File: src/hdl/robin_hood_hash_table_unit_assert.svh
// Assertion macros for the Robin Hood hash table unit.
`ifndef ROBIN_HOOD_HASH_TABLE_UNIT_ASSERT_SVH
`define ROBIN_HOOD_HASH_TABLE_UNIT_ASSERT_SVH
`ifndef SYNTH
`define RH_ASSERT_IMPL(label, clk, rst_n, ante, cons) \
    label: assert property (@(posedge clk) disable iff (!rst_n) (ante) |-> (cons)) \
        else $error("assertion failed");
`define RH_ASSERT_NEXT(label, clk, rst_n, ante, cons) \
    label: assert property (@(posedge clk) disable iff (!rst_n) (ante) |=> (cons)) \
        else $error("assertion failed");
`else
`define RH_ASSERT_IMPL(label, clk, rst_n, ante, cons)
`define RH_ASSERT_NEXT(label, clk, rst_n, ante, cons)
`endif
`endif

File: src/hdl/rhht_pkg.sv
// Package with constants, types and helpers of the Robin Hood hash table unit.
package rhht_pkg;
    localparam int SLOTS = 1024;
    localparam int IDX_BITS = $clog2(SLOTS);
    localparam int KEY_W = 32;
    localparam int VAL_W = 32;
    localparam int TAG_W = 32;
    localparam int CNT_W = 11;
    localparam int STEP_W = $clog2(4 * SLOTS) + 1;
    localparam int MIN_ENTRIES = 8;

    localparam logic [1:0] OP_LOOKUP = 2'd0;
    localparam logic [1:0] OP_PUT = 2'd1;
    localparam logic [1:0] OP_REMOVE = 2'd2;

    localparam logic [TAG_W-1:0] DEAD_BIT = 32'h8000_0000;

    // Largest entry count before the new one that a put still accepts.
    function automatic logic [CNT_W-1:0] max_live();
        int m;
        int need;
        int p;
        int best;
        best = 0;
        for (int n = 0; n < SLOTS; n++) begin
            m = (n + 1 < MIN_ENTRIES) ? MIN_ENTRIES : n + 1;
            need = m + m / 10;
            p = 1;
            while (p < need) p = p * 2;
            if (p <= SLOTS) best = n;
        end
        return CNT_W'(best);
    endfunction

    localparam logic [CNT_W-1:0] LIVE_LIMIT = max_live();

    typedef enum logic [3:0] {
        ST_IDLE,
        ST_READ,
        ST_WAIT,
        ST_EVAL,
        ST_WRITE,
        ST_FALLBACK,
        ST_FB_EVAL,
        ST_DONE
    } state_t;

    typedef struct packed {
        logic load;
        logic eval;
        logic fb_eval;
        logic fin;
    } cmd_t;

    typedef struct packed {
        logic match;
        logic stop;
        logic swap;
        logic fb_free;
        logic is_put;
        logic refused;
        logic bad_op;
        logic step_end;
        logic fb_end;
    } stat_t;
endpackage

File: src/hdl/rhht_ctrl.sv
// Control state machine of the Robin Hood hash table unit.
module rhht_ctrl
    import rhht_pkg::*;
(
    input  logic  clk,
    input  logic  rst_n,
    input  logic  in_valid,
    output logic  in_ready,
    output logic  out_valid,
    input  logic  out_ready,
    input  logic  clr_done,
    input  stat_t st,
    output cmd_t  cmd
);
    state_t state_reg, state_next;

    always_ff @(posedge clk or negedge rst_n)
    begin
        if (!rst_n)
        begin
            state_reg <= ST_IDLE;
        end
        else
        begin
            state_reg <= state_next;
        end
    end

    always_comb
    begin
        state_next = state_reg;
        cmd = '0;
        in_ready = 1'b0;
        out_valid = 1'b0;
        unique case (state_reg)
            ST_IDLE:
            begin
                in_ready = clr_done;
                if (in_valid && clr_done)
                begin
                    cmd.load = 1'b1;
                    state_next = ST_READ;
                end
            end
            ST_READ:
            begin
                if (st.bad_op || (st.is_put && st.refused))
                begin
                    cmd.fin = 1'b1;
                    state_next = ST_DONE;
                end
                else
                begin
                    state_next = ST_WAIT;
                end
            end
            ST_WAIT: state_next = ST_EVAL;
            ST_EVAL:
            begin
                cmd.eval = 1'b1;
                if (st.match || st.stop)
                begin
                    cmd.fin = 1'b1;
                    state_next = ST_DONE;
                end
                else if (st.step_end)
                begin
                    state_next = st.is_put ? ST_FALLBACK : ST_DONE;
                    cmd.fin = !st.is_put;
                end
                else
                begin
                    state_next = ST_READ;
                end
            end
            ST_FALLBACK:
            begin
                state_next = ST_FB_EVAL;
            end
            ST_FB_EVAL:
            begin
                state_next = ST_WRITE;
            end
            ST_WRITE:
            begin
                cmd.fb_eval = 1'b1;
                if (st.fb_free || st.fb_end)
                begin
                    cmd.fin = 1'b1;
                    state_next = ST_DONE;
                end
                else
                begin
                    state_next = ST_FALLBACK;
                end
            end
            ST_DONE:
            begin
                out_valid = 1'b1;
                if (out_ready)
                begin
                    state_next = ST_IDLE;
                end
            end
            default: state_next = ST_IDLE;
        endcase
    end
endmodule

File: config.mk
export PLATFORM = sky130hd
export DESIGN_NAME = rhht_ctrl
export DESIGN_NICKNAME = d
export VERILOG_FILES = /design/src/hdl/robin_hood_hash_table_unit_assert.svh /design/src/hdl/rhht_pkg.sv /design/src/hdl/rhht_ctrl.sv
export SDC_FILE = /design/constraint.sdc
export NUM_CORES = 1
export LEC_CHECK = 0
export BUFFER_PORTS_ARGS = -buffer_cell sky130_fd_sc_hd__buf_2
export CORE_AREA = 2 2 39 41
export DETAILED_ROUTE_END_ITERATION = 16
export DIE_AREA = 0 0 41 43
export SYNTH_ARGS = -nofsm -noshare
export SYNTH_HDL_FRONTEND = slang
export SYNTH_SLANG_ARGS = --single-unit
File: constraint.sdc
create_clock -name clk -period 1.7 [get_ports clk]
set_clock_uncertainty 0.15 [all_clocks]
set_input_delay 0.17 -clock clk [delete_from_list [all_inputs] [get_ports clk]]
set_output_delay 0.17 -clock clk [all_outputs]
set_load 0.05 [all_outputs]
==> impl_metrics.yaml <==
run_status:
  outcome: "finished, final reports clean"
worst_setup_path:
  crit_type: "flip-flop to primary output"
  endpoint: "cmd[0]"
  rrSetupSlack_ns: 0.18
  end_kind: "primary output"
  cp_top_family: "flip-flops"
  arrival_ns: 1.36
  cp_cell_sequence: "buf_12, nor3b_4, o21ai_2, o31ai_4, buf_6"
  cp_data_required_time_ns: 1.38
  slowest_delay_ns: 0.43
  r2r_start: "state_reg[1]$_DFFE_PN0P_"
  critPathLaunchType: "flip-flop"
  worst-path-buf-inv: 2
  timing.rr.end: "state_reg[1]$_DFFE_PN0P_"
  cpMaxStageDelayCell: "dfrtp_2"
  worst-path-stages: 5
  cp_max_fo: 4
  setup.worst_path.start: "state_reg[1]$_DFFE_PN0P_"
  reg2regPathDepth: 5
floorplan:
  die_y_microns: 43
  initial_utilization_pct: 22.1
  rows: 14
  fp.coreArea_sq_um: 1380
  io_pins: 20
  dieArea_sq_um: 1760
  die_w_microns: 41
cts:
  cts_tree: "done"
  clockBufferDepth: 2
  cts_buffers: 3
  cts_root_buf: "clkbuf_4"
  cts_sinks: 3
  h-tree-depth: 1
  clk_pin_slew_ns: 0.04
  clk_latency_ns: 0.24
layout:
  final_common_cell: "buf_2"
  area_growth_pct: 79.9
  stdcell_count: 74
  largest_reg_flops: 3
  drive_gt1_share_pct: 69.0
  nets: 73
  final_util_pct: 39.7
  antennaDiodeCount: 0
  final_cell_mix: "buf_2, buf_4, a21oi_1, clkbuf_4, dfrtp_2"
sta:
  tightest_slew_ns: 0.456
  maxSlewViolCount: 0
  rsz0062_at_grt: "true"
  relSlewSlack_pct: 69.4
  finalCriticalPeriod_ns: 1.68
  finalHoldWorstSlack_ns: 0.119
  fmax_mhz: 596
  finalSetupViolCount: 0
  fin_crit_sh_pct: 98.7
  finalHoldViolCount: 0
global_route:
  grt_usage_pct: 9.77
  antenna_found_initial: 0
  grt_overflow_total: 0
  grt_start_max_net_pins: 10
  grt_pass1_wl_microns: 1160
  grt_pass1_vias: 284
worst_hold_path:
  hold_class: "input port to asynchronous set/reset pin"
synth:
  synth.distinct_cells: 25
  synth_warnings: 0
  avgSynthCellArea_sq_um: 9.54
  syn-num-nets: 46
  synth.cell_area_sq_um: 305
  yosysTopAreaCell: "dfrtp_1"
  synth-seq-cells: 3
  yosysSeqAreaShare_pct: 24.6
  synth_top_cell_area_share_pct: 24.6
  netlist_top_cells_area: "dfrtp_1, nor4b_4, a21oi_1"
  syn_inst: 32
power_and_ir_drop:
  p_int_w: 0.000524
  pwr-share-clk_pct: 12.8
  p_sw_w: 0.000482
  power_per_cell_area_nw_per_um2: 1830
  p_leak_nw: 0.253
  combPwrFrac_pct: 68.8
  switching_share_pct: 47.9
  seqPwrFrac_pct: 18.4
  vdd_drop_max_mv: 0.564
placement:
  place_inst: 65
  hpwl_microns: 606
  place_congestion: 0.797
  io_buffers: 18
detailed_routing:
  first_pass_iters: 4
  dr.first_iter.drc_count: 1
  totalWireLength_microns: 841
  ant_nets: 0
  drc: 0
  vias: 350
  vias_per_cell: 4.73
  wl_per_cell_microns: 11.4
flow_run:
  drv_cap: 0
cells by family after synthesis:
family | count (synthesis) | synth area share [%]
buf+inv | 5 | 10.2
flops | 3 | 24.6
simple gates | 12 | 36.9
compound gates | 12 | 28.3
synthesized netlist by cell type (all sizes together):
master	number
a211oi	1
a21o	1
a21oi	3
a2bb2oi	1
and2	1
and3	2
and3b	1
buf	3
dfrtp	3
inv	2
nand2b	1
nand3	1
nor2	1
nor2b	1
nor3b	1
nor4b	3
o21ai	2
o31ai	2
o32ai	1
o41ai	1
power groups by stage:
stage	sequential (W)	clock, W	combinational, W
6_report	0.000185	0.000128	0.000692
5_1_grt	0.000193	0.000130	0.000736
4_1_cts	0.000188	0.000132	0.000653
3_5_place_dp	0.000185	0	0.000586
3_3_place_gp	0.000185	0	0.000582
2_1_floorplan	0.000123	0	0.000535
per-layer routing:
layer  vias to the layer above  part of all wire, %  global-route usage [%]
met5                         -                    0                       0
li1                        173                    -                       -
met4                         0                  2.3                    6.00
met1                       156                   41                    12.0
met3                         2                  9.0                       0
met2                        19                   48                    15.9
metrics by stage:
stage          worst slack (ns)  instance area, sq um  power (W)  setup TNS [ns]
3_3_place_gp              0.109                   454   0.000767               0
5_1_grt                 -0.0378                   549    0.00106         -0.0945
4_1_cts                 -0.0185                   532   0.000972         -0.0185
3_5_place_dp              0.111                   454   0.000771               0
6_report                 0.0218                   549    0.00101               0
2_1_floorplan            -0.174                   347   0.000659          -0.175
worst register-to-register path: cells and delay by family (launching register included):
kind	cells	cell delay, ns
DFF	1	0.43
and+or+nand+nor	2	0.31
buffers and inverters	2	0.27
AOI/OAI and AO/OA	1	0.25
area by class of cell:
cell class	count	area [sq um]
multi-input cells	24	243
inverters	2	7.51
flip-flops and latches	3	78.8
repair buffers	25	174
fillers	142	835
well taps	16	20.0
clock buffers	4	26.3
worst min path at each step:
stage / startpoint / endpoint / depth (start not counted)
2_1_floorplan: rst_n / state_reg[0]$_DFFE_PN0P_ / 0
3_3_place_gp: rst_n / state_reg[1]$_DFFE_PN0P_ / 1
3_5_place_dp: rst_n / state_reg[1]$_DFFE_PN0P_ / 1
4_1_cts: st[5] / state_reg[1]$_DFFE_PN0P_ / 3
5_1_grt: rst_n / state_reg[0]$_DFFE_PN0P_ / 2
6_report: rst_n / state_reg[0]$_DFFE_PN0P_ / 2
repair_timing:
| action | in CTS | in global routing |
|---|---|---|
| hold endpoints to repair | 3 | 0 |
| setup endpoints to repair | 4 | 4 |
| buffers inserted | 2 | 2 |
| resized for setup | 8 | 3 |
| hold buffers | 1 | 0 |
| pin swaps | 2 | 0 |
(Power assumes the default switching activity.)
